### config.mk
export PLATFORM = sky130hd
export DESIGN_NAME = mp2d_ctrl
export DESIGN_NICKNAME = d
export VERILOG_FILES = /design/src/hw/rtl/mp2d_pkg.sv /design/src/hw/rtl/mp2d_ctrl.sv
export SDC_FILE = /design/constraint.sdc
export NUM_CORES = 1
export LEC_CHECK = 0
export ABC_AREA = 0
export BUFFER_PORTS_ARGS = -buffer_cell sky130_fd_sc_hd__buf_4
export CAP_MARGIN = 0
export CORE_AREA = 2 2 39 41
export DETAILED_ROUTE_END_ITERATION = 6
export DIE_AREA = 0 0 41 43
export GPL_TIMING_DRIVEN = 0
export PLACE_DENSITY = 0.38
export SYNTH_ARGS = -nofsm -noshare
export SYNTH_HDL_FRONTEND = slang
export SYNTH_SLANG_ARGS = --single-unit
### constraint.sdc
create_clock -name clk -period 0.8 [get_ports clk]
set_input_delay 0 -clock clk [delete_from_list [all_inputs] [get_ports clk]]
set_output_delay 0 -clock clk [all_outputs]
set_load 0.02 [all_outputs]
### src/hw/rtl/mp2d_pkg.sv
// Shared types and constants for the streaming 2-D max pooling block.
// No dependencies; imported by every module of the block.
`timescale 1ns / 1ps
package mp2d_pkg;

  localparam int MaxWidth    = 256;
  localparam int MaxHeight   = 256;
  localparam int MaxChannels = 4;
  localparam int MaxWindow   = 8;
  localparam int MaxStep     = 8;

  localparam int AddrBits  = 5;
  localparam int StoreBits = 13;   // {row mod 8, column, channel}

  // register indexes
  localparam logic [2:0] RegWidth   = 3'd0;
  localparam logic [2:0] RegHeight  = 3'd1;
  localparam logic [2:0] RegChans   = 3'd2;
  localparam logic [2:0] RegWindow  = 3'd3;
  localparam logic [2:0] RegStep    = 3'd4;

  typedef enum logic [1:0] {
    ST_IDLE,
    ST_READ,
    ST_UPDATE
  } state_t;

  // effective (clamped) geometry
  typedef struct packed {
    logic [8:0] w;
    logic [8:0] h;
    logic [2:0] c;
    logic [3:0] k;
    logic [3:0] s;
  } geom_t;

  typedef struct packed {
    logic load;   // take a sample, advance the raster position
    logic rd;     // read running maximum of current window
    logic wr;     // write back updated maximum
    logic emit;   // load the output register
    logic step;   // move to next window
  } cmd_t;

  typedef struct packed {
    logic empty;     // sample at the live position touches no window
    logic ends;      // current window completes with this sample
    logic last_win;  // current window is the last one for this sample
    logic out_free;  // output register can take a result this cycle
  } stat_t;

endpackage

### src/hw/rtl/mp2d_ctrl.sv
// Sequencer for the max pooling block: walks the windows touched by a sample.
// Depends on mp2d_pkg.
`timescale 1ns / 1ps
module mp2d_ctrl (
  input  logic            clk,
  input  logic            rst,
  input  logic            in_valid,
  output logic            in_stall,
  input  mp2d_pkg::stat_t stat,
  output mp2d_pkg::cmd_t  cmd
);
  import mp2d_pkg::*;

  state_t state, state_next;

  always_ff @(posedge clk) begin
    if (rst) begin
      state <= ST_IDLE;
    end else begin
      state <= state_next;
    end
  end

  always_comb begin
    state_next = state;
    case (state)
      ST_IDLE: begin
        if (in_valid && !stat.empty) state_next = ST_READ;
      end
      ST_READ: state_next = ST_UPDATE;
      ST_UPDATE: begin
        if (!stat.ends || stat.out_free) begin
          state_next = stat.last_win ? ST_IDLE : ST_READ;
        end
      end
      default: state_next = ST_IDLE;
    endcase
  end

  always_comb begin
    cmd      = '0;
    in_stall = 1'b1;
    case (state)
      ST_IDLE: begin
        in_stall = 1'b0;
        cmd.load = in_valid;
      end
      ST_READ: cmd.rd = 1'b1;
      ST_UPDATE: begin
        if (!stat.ends || stat.out_free) begin
          cmd.wr   = 1'b1;
          cmd.emit = stat.ends;
          cmd.step = !stat.last_win;
        end
      end
      default: ;
    endcase
  end

endmodule

# Word-level counts from Yosys, hierarchy flattened
# Index checks and enable logic that the tools add are counted.
[word_totals]
in_bits = 7
out_inout_bits = 6
mem_bits_ro = 0
ram_bits = 0
regBits = 2
mem_count = 0
elab_cells = 21
latchBits = 0
[op_classes]
mux = 9
add_sub_neg = 0
eq_ne = 4
n_reduce_logical = 7
n_lt_le_gt_ge = 0
div_mod_pow = 0
shift = 0
mul = 0
n_bitwise = 0
[op_table]
columns = ["op", "n"]
rows = [
  ["3-bit 2-to-1 mux", 2],
  ["2-bit one-hot mux with 3 select lines", 1],
  ["1-bit 2-to-1 mux", 4],
  ["2-bit 2-to-1 mux", 2],
  ["2-bit != test, second input constant", 2],
  ["1-bit logical NOT", 3],
  ["2-bit by 1-bit equality test with 1-bit output, second input constant", 1],
  ["2-bit equality test, second input constant", 1],
  ["2-bit logical NOT", 1],
  ["2-bit AND reduction", 1],
  ["1-bit logical AND", 1],
  ["1-bit logical OR", 1],
]

# Logic depth before layout (Yosys ltp)
# Gate-level depths: netlist (run 1).
[logic_depth]
depth_word = 4
ltp_mapped = 3
mapped_depth_nobuf = 3

# Worst setup path after synthesis (run 1)
# Ideal clock, no wire load.
[synth_path]
kind = "flip-flop to flip-flop"
start = "register state[1]"
end = "register state[0]"
required_ns = 0.732
arrival_ns = 0.864
n_path_buf = 0
setup_slack_ns = -0.132
setup_ns = 0.068
path_stages_with_launch = 4
cell_sequence = "dfxtp_1 -> or2_4 -> nor2_4 -> o2bb2ai_2"
[synth_between]
elab_chain_cells = 3
[synth_lines]
columns = ["element", "line", "source"]
rows = [
  ["from (decl)", "mp2d_ctrl.sv:14", "state_t state, state_next;"],
  ["from (signal assigned)", "mp2d_ctrl.sv:20", "state <= state_next;"],
  ["2-bit equality test / 2-bit logical NOT (equally long branches)", "mp2d_ctrl.sv:26", "case (state)"],
  ["2-bit != test (no line)", "-", ""],
  ["2-bit AND reduction (no line)", "-", ""],
]
# Several ways; a longest one is shown, not always the timed one.
# A chain may end at the register's enable or synchronous reset.

==> PnR_summary.wiki, run 1 <==
{| class="wikitable"
! Metric !! Value
|-
| Buffers plus inverters on the worst setup path || 1
|-
| Total wirelength of the detailed-routed design || between 300 and 400 um
|-
| Worst slack, placed || -0.09578 ns
|-
| Share of layout cells above drive strength 1 || 0.6944
|-
| Endpoint arrival time on the critical path || 1.04 ns
|-
| Pwr/cell area || around 1500 nW/um^2
|-
| Aggregate global routing overflow || 0
|-
| Remaining routing DRC violations || 0
|-
| Die Wd || a little over 40 um
|-
| H-tree depth reported by CTS || 1
|-
| Skew-Pair Late Insertion Delay || around 0.23 ns
|-
| Distinct cell type count after synthesis || 13
|-
| Minimum hold slack || 0.03891 ns
|-
| Initial standard-cell utilization of the core || 0.1067
|-
| Mean instance size in the synthesized netlist || about 7.8 sq um
|-
| Number of vias in the routed layout || 175
|-
| Internal portion of total power || about 0.34 mW
|-
| CP peak stage delay || between 0.3 and 0.4 ns
|-
| Initial antenna violation count || 0
|-
| Tightest Hold Check Type || input port to flop
|-
| Bufs on Longest Clock Path || 2
|-
| Max FFs per register || 2
|-
| Combinational group share of total power || 0.273
|-
| Maxcap violations || 0
|-
| Clock tree sinks || 2
|-
| Total track usage || 0.06212
|-
| Min cycle time layout || ~1.0 ns
|-
| Vias/cell || roughly 3.4
|-
| Multi-input combinational cell area || roughly 94 sq um
|-
| Clock tree from TritonCTS || done
|-
| Die Y || about 43 um
|-
| Port bufs || 12
|-
| Pin count of the biggest net entering global routing || 4
|-
| RSZ-0062 raised after global routing || true
|-
| Number of max-slew violations in the final report || 0
|-
| CP Launch Type || flop
|-
| Peak VDD IR || 0.3148 mV
|-
| Filler cell count || between 150 and 200
|-
| Largest delay share family, worst path || simple AND/OR/NAND/NOR gates
|-
| Share of the yosys chip area belonging to registers || 0.2712
|-
| Tightest Pin Transition || around 0.18 ns
|-
| Element type at the critical path end || primary output
|-
| Crit-path cells || or2_4 -> nor2_4 -> buf_6
|-
| Total number of placement rows || 14
|-
| Synthesis-to-finish area growth || 114.4%
|-
| Worst setup path startpoint || state[0]
|-
| #FFs+latches synth || 2
|-
| Largest registers || state (2)
|-
| Post-Syn Instances || 19
|-
| Clock Skew || between 0.002 and 0.0025 ns
|-
| Hold violation count in the final report || 0
|-
| HPWL after detailed placement || 286.1 um
|-
| CTS Root Cell || sky130_fd_sc_hd__clkbuf_4
|-
| Final routed wire length divided by cell count || between 7 and 8 um
|-
| Register containing the most flip-flops in the final layout || state
|-
| CTS buffer count || 3
|-
| Startpoint of the most critical register-to-register path || state[0]
|-
| Die area || 1763 sq um
|-
| Sequential power share || 0.239
|-
| Num ports || 13
|-
| Wire length of the first global-routing pass || 641 um
|-
| Category of the most critical setup path || flop to primary output
|-
| Final count of negative-setup-slack endpoints || 7
|-
| Number of diodes || 0
|-
| Sw frac || 0.2555
|-
| Yosys warning total || 0
|-
| Clock slew seen by the registers of the worst setup and hold paths || approximately 0.03 ns
|-
| Maximum clock frequency || around 970 MHz
|-
| Core area || around 1400 sq um
|-
| Cell area after synthesis || roughly 150 sq um
|-
| Switching power summed over all nets || between 0.1 and 0.15 mW
|-
| Required time at the endpoint of the critical path || 0.80 ns
|-
| TritonRoute pass-1 iters || 1
|-
| Final nets || between 40 and 50
|-
| Post-route setup slack || -0.2352 ns
|-
| Number of global-route vias before repair || between 150 and 200
|-
| Static Leak || around 0.17 nW
|-
| Sequential cell area in the final layout || roughly 43 sq um
|-
| Antenna Violating Nets Remaining || 0
|-
| Initial DRC count || 0
|-
| Max transition margin || 0.8781
|-
| Hold path startpoint || stat[3]
|-
| Violations in the final reports || setup timing
|-
| Slowest library cell on the worst path || sky130_fd_sc_hd__dfxtp_2
|-
| Final weighted congestion in routability-driven placement || slightly below 0.6
|-
| Part of the total power dissipated in the clock network || 0.489
|-
| Final clock period utilization by the worst path || 1.294
|-
| Post-synth net total || 26
|-
| Outcome || finished with violations
|-
| Maximum fanout count along the critical path || 3
|}
-- power by group through the flow --
stage	logic [mW]	registers [mW]	clock network, mW
final	0.126	0.110	0.226
after global placement	0.108	0.110	0
after floorplan	0.0577	0.109	0
after detailed placement	0.108	0.109	0
after global routing	0.137	0.111	0.252
after CTS	0.124	0.110	0.244
-- cells by family after synthesis --
family | synth area share
and+or+nand+nor | 0.3984
buffers and inverters | 0.1525
AOI/OAI and AO/OA | 0.1779
DFF | 0.2712
-- path summary, 6_finish.rpt --
path,to,slack [ns],cells past startpoint
max,cmd[4],-0.24,3
min,state[0],0.04,3
max reg2reg,state[0],-0.17,4
min reg2reg,state[0],0.57,3
-- area by class of cell --
| cell class | count | area share |
|---|---|---|
| multi-input combinational | 12 | 0.2964 |
| buffer | 1 | 0.02372 |
| sequential | 2 | 0.1344 |
| clock buffer | 3 | 0.07115 |
| timing repair buffer | 14 | 0.3636 |
| inverter | 4 | 0.04743 |
| tap | 16 | 0.06324 |
-- per-stage QoR --
stage,instance area [sq um],utilization,TNS (ns),total power [mW],std cells
6_report,316.6,0.2288,-1.334,0.4618,52
5_1_grt,316.6,0.2288,-1.792,0.5000,52
4_1_cts,312.8,0.2260,-1.455,0.4779,52
3_5_place_dp,257.7,0.1863,-0.2244,0.2174,47
3_3_place_gp,257.7,0.1863,-0.2023,0.2174,47
2_1_floorplan,147.6,-,-0.2075,0.1667,19
-- placed cells by master, fill, tap and decap left out, types with 2 or more instances in the layout --
cell type and n:
sky130_fd_sc_hd__buf_4 12, sky130_fd_sc_hd__buf_6 2, sky130_fd_sc_hd__clkbuf_4 3, sky130_fd_sc_hd__dfxtp_2 2
sky130_fd_sc_hd__inv_1 4, sky130_fd_sc_hd__nor2_1 3
-- synth_stat cells --
cell	instances	area (sq um)
sky130_fd_sc_hd__dfxtp_1	2	40.04
sky130_fd_sc_hd__nor2_4	1	11.26
sky130_fd_sc_hd__or2_4	1	8.760
sky130_fd_sc_hd__nor2b_1	1	6.260
sky130_fd_sc_hd__or2_2	1	6.260
sky130_fd_sc_hd__a31oi_1	1	6.260
sky130_fd_sc_hd__nor2b_2	1	8.760
sky130_fd_sc_hd__inv_1	4	15.01
sky130_fd_sc_hd__o21ai_1	1	5.000
sky130_fd_sc_hd__and3_1	1	6.260
sky130_fd_sc_hd__o2bb2ai_2	1	15.01
sky130_fd_sc_hd__buf_4	1	7.510
sky130_fd_sc_hd__nor2_1	3	11.26
-- metal layers --
metal  vias to the layer above  GRT usage  share of wire
met5                         -          0              0
met4                         0     0.1000          0.048
met3                         2    0.02094           0.11
met2                        11    0.07500           0.45
met1                        69    0.06070           0.39
li1                         93          -              -
-- worst reg2reg max path: stages, from the launching register on --
cell and delay (ns):
sky130_fd_sc_hd__dfxtp_2 0.32, sky130_fd_sc_hd__or2_4 0.27, sky130_fd_sc_hd__nor2_4 0.10, sky130_fd_sc_hd__buf_4 0.11
sky130_fd_sc_hd__o2bb2ai_2 0.09
-- what timing repair did --
action	in CTS	in global routing
hold buffers	1	0
setup buffers	1	0
hold endpoints to repair	1	0
pin swaps	1	2
setup endpoints to repair	8	8
resized for setup	5	1
(Power assumes the default switching activity.)
==> run 2: changes to the inputs <==
Settings changed: CAP_MARGIN 0 to 20, MAX_ROUTING_LAYER set to met4.
==> run 2 against run 1 <==
Effect of this change: the flow still finishes with violations (setup timing); clock skew did not move; combinational power barely moved; non-clock buffer count did not move; count of clock-buffer cells in the layout did not move.
==> PnR_summary.wiki, run 2 (synthesis gave the netlist of run 1 again) <==
{| class="wikitable"
! Metric !! Value
|-
| Crit-path cells || or2_4 -> nor2_4 -> buf_6
|-
| Commonest cells after routing, fill and taps aside || sky130_fd_sc_hd__buf_4 (12), sky130_fd_sc_hd__inv_1 (4), sky130_fd_sc_hd__nor2_1 (3), sky130_fd_sc_hd__clkbuf_4 (3)
|-
| Die Wd || 41 um (unchanged)
|-
| Max transition margin || 0.8781 (unchanged)
|-
| Worst slack, placed || -0.09578 ns (unchanged)
|-
| Tightest Hold Check Type || input port to flop
|-
| Die area || 1763 sq um (unchanged)
|-
| Combinational group share of total power || 0.272 (about the same)
|-
| Register containing the most flip-flops in the final layout || state
|-
| Final count of negative-setup-slack endpoints || 7 (unchanged)
|-
| Maximum clock frequency || 966.0 MHz (about the same)
|-
| Maxcap violations || 0 (unchanged)
|-
| Vias/cell || 3.365 (unchanged)
|-
| Remaining routing DRC violations || 0 (unchanged)
|-
| Sw frac || 0.2554 (about the same)
|-
| Number of max-slew violations in the final report || 0 (unchanged)
|-
| Sequential power share || 0.239 (about the same)
|-
| Final clock period utilization by the worst path || 1.294 (about the same)
|-
| Final nets || 45 (unchanged)
|-
| Post-placement cell area || 257.7 sq um (unchanged)
|-
| Filler cell count || 168 (unchanged)
|-
| Die Y || 43 um (unchanged)
|-
| Outcome || finished with violations
|-
| Internal portion of total power || 0.3438 mW (about the same)
|-
| Number of vias in the routed layout || 175 (unchanged)
|-
| Aggregate global routing overflow || 0 (unchanged)
|-
| Tightest Pin Transition || 0.1829 ns (unchanged)
|-
| CTS Root Cell || sky130_fd_sc_hd__clkbuf_4
|-
| Switching power summed over all nets || 0.1179 mW (about the same)
|-
| HPWL after detailed placement || 286.1 um (unchanged)
|-
| Category of the most critical setup path || flop to primary output
|-
| Share of layout cells above drive strength 1 || 0.6944 (unchanged)
|-
| Hold violation count in the final report || 0 (unchanged)
|-
| Peak VDD IR || 0.3148 mV (unchanged)
|-
| Initial antenna violation count || 0 (unchanged)
|-
| CP peak stage delay || 0.32 ns (about the same)
|-
| Largest registers || state (2)
|-
| Final weighted congestion in routability-driven placement || 0.5964 (+0.59%)
|-
| Final routed wire length divided by cell count || 7.538 um (unchanged)
|-
| RSZ-0062 raised after global routing || true
|-
| Initial DRC count || 0 (unchanged)
|-
| Port bufs || 12 (unchanged)
|-
| Maximum fanout count along the critical path || 3 (unchanged)
|-
| Part of the total power dissipated in the clock network || 0.489 (about the same)
|-
| Total number of placement rows || 14 (unchanged)
|-
| TritonRoute pass-1 iters || 1 (unchanged)
|-
| Wire length of the first global-routing pass || 641 um (unchanged)
|-
| CP Launch Type || flop
|-
| Slowest library cell on the worst path || sky130_fd_sc_hd__dfxtp_2
|-
| CTS buffer count || 3 (unchanged)
|-
| Clock tree from TritonCTS || done
|-
| Violations in the final reports || setup timing
|-
| Antenna Violating Nets Remaining || 0 (unchanged)
|-
| Clock slew seen by the registers of the worst setup and hold paths || 0.03 ns (about the same)
|-
| Element type at the critical path end || primary output
|-
| Clock Skew || 0.002036 ns (unchanged)
|-
| Post-route setup slack || -0.2352 ns (-0.00003100 ns)
|-
| Pwr/cell area || 1459 nW/um^2 (about the same)
|-
| Endpoint arrival time on the critical path || 1.04 ns (about the same)
|-
| Synthesis-to-finish area growth || 114.4% (unchanged)
|-
| H-tree depth reported by CTS || 1 (unchanged)
|-
| Initial standard-cell utilization of the core || 0.1067 (unchanged)
|-
| Total track usage || 0.06366 (+0.001531)
|-
| Commonest non-fill, non-tap cell in the layout || sky130_fd_sc_hd__buf_4
|-
| Num ports || 13 (unchanged)
|-
| Min cycle time layout || 1.035 ns (+0.00003100 ns)
|-
| Number of global-route vias before repair || 171 (unchanged)
|-
| Buffers plus inverters on the worst setup path || 1 (unchanged)
|-
| Skew-Pair Late Insertion Delay || 0.23 ns (about the same)
|-
| Number of diodes || 0 (unchanged)
|-
| Required time at the endpoint of the critical path || 0.80 ns (about the same)
|-
| Pin count of the biggest net entering global routing || 4 (unchanged)
|-
| Max FFs per register || 2 (unchanged)
|-
| Total wirelength of the detailed-routed design || 392 um (unchanged)
|-
| Bufs on Longest Clock Path || 2 (unchanged)
|-
| Clock tree sinks || 2 (unchanged)
|-
| Largest delay share family, worst path || simple AND/OR/NAND/NOR gates
|-
| Post-Layout Inst Area || 316.6 sq um (unchanged)
|-
| Static Leak || 0.1690 nW (unchanged)
|-
| Core area || 1384 sq um (unchanged)
|}
run 2: cell counts in the layout (fill, tap and decap cells not counted):
Identical to the previous run, type by type.
run 2: repair_timing:
action | CTS | global route
cloned | 0 | 0
endpoints found under the hold margin | 1 | 0
buffers inserted | 1 | 0
setup endpoints to repair | 8 | 8
pin swaps | 1 | 2
hold buffers | 1 | 0
resized for setup | 5 | 1
run 2: cell type report:
cell class | count | area, sq um | share of cell area
repair buffers | 14 | 115.1 | 0.3636
well taps | 16 | 20.02 | 0.06324
flip-flops and latches | 2 | 42.54 | 0.1344
plain buffers | 1 | 7.507 | 0.02372
multi-input cells | 12 | 93.84 | 0.2964
clock buffers | 3 | 22.52 | 0.07115
inverters | 4 | 15.01 | 0.04743
run 2: metal layers:
layer,vias up,routed length (um),GRT usage
met5,-,0,-
met4,0,19,0.1000
met3,2,37,0.01571
met2,11,175,0.07500
met1,69,160,0.06390
li1,93,-,-
run 2: final timing paths:
path	from	to	slack (ns)	cells after the start
worst min-delay path	stat[3]	state[0]	0.04	3
worst max register to register	state[0]	state[0]	-0.17	4
worst min register to register	state[0]	state[0]	0.57	3
worst max-delay path	state[0]	cmd[4]	-0.24	3
run 2: power groups by stage:
| stage | combinational, mW | sequential [mW] | clock, mW |
|---|---|---|---|
| 6_report | 0.126 | 0.110 | 0.226 |
| 5_1_grt | 0.137 | 0.111 | 0.252 |
| 4_1_cts | 0.124 | 0.110 | 0.244 |
| 3_5_place_dp | 0.108 | 0.109 | 0 |
| 3_3_place_gp | 0.108 | 0.110 | 0 |
| 2_1_floorplan | 0.0577 | 0.109 | 0 |
run 2: metrics by stage:
| stage | TNS, ns | cells | power (mW) | util | hold slack [ns] |
|---|---|---|---|---|---|
| after CTS | -1.455 | 52 | 0.4779 | 0.2260 | 0.03147 |
| after global routing | -1.792 | 52 | 0.4999 | 0.2288 | 0.05684 |
| after floorplan | -0.2075 | 19 | 0.1667 | - | 0.07238 |
| after global placement | -0.2023 | 47 | 0.2174 | 0.1863 | 0.1818 |
| final | -1.334 | 52 | 0.4617 | 0.2288 | 0.03894 |
| after detailed placement | -0.2244 | 47 | 0.2174 | 0.1863 | 0.1817 |
run 2: worst register-to-register path: stages (launching register included):
cell and delay (ns):
sky130_fd_sc_hd__dfxtp_2 0.32, sky130_fd_sc_hd__or2_4 0.27, sky130_fd_sc_hd__nor2_4 0.10, sky130_fd_sc_hd__buf_4 0.11
sky130_fd_sc_hd__o2bb2ai_2 0.09
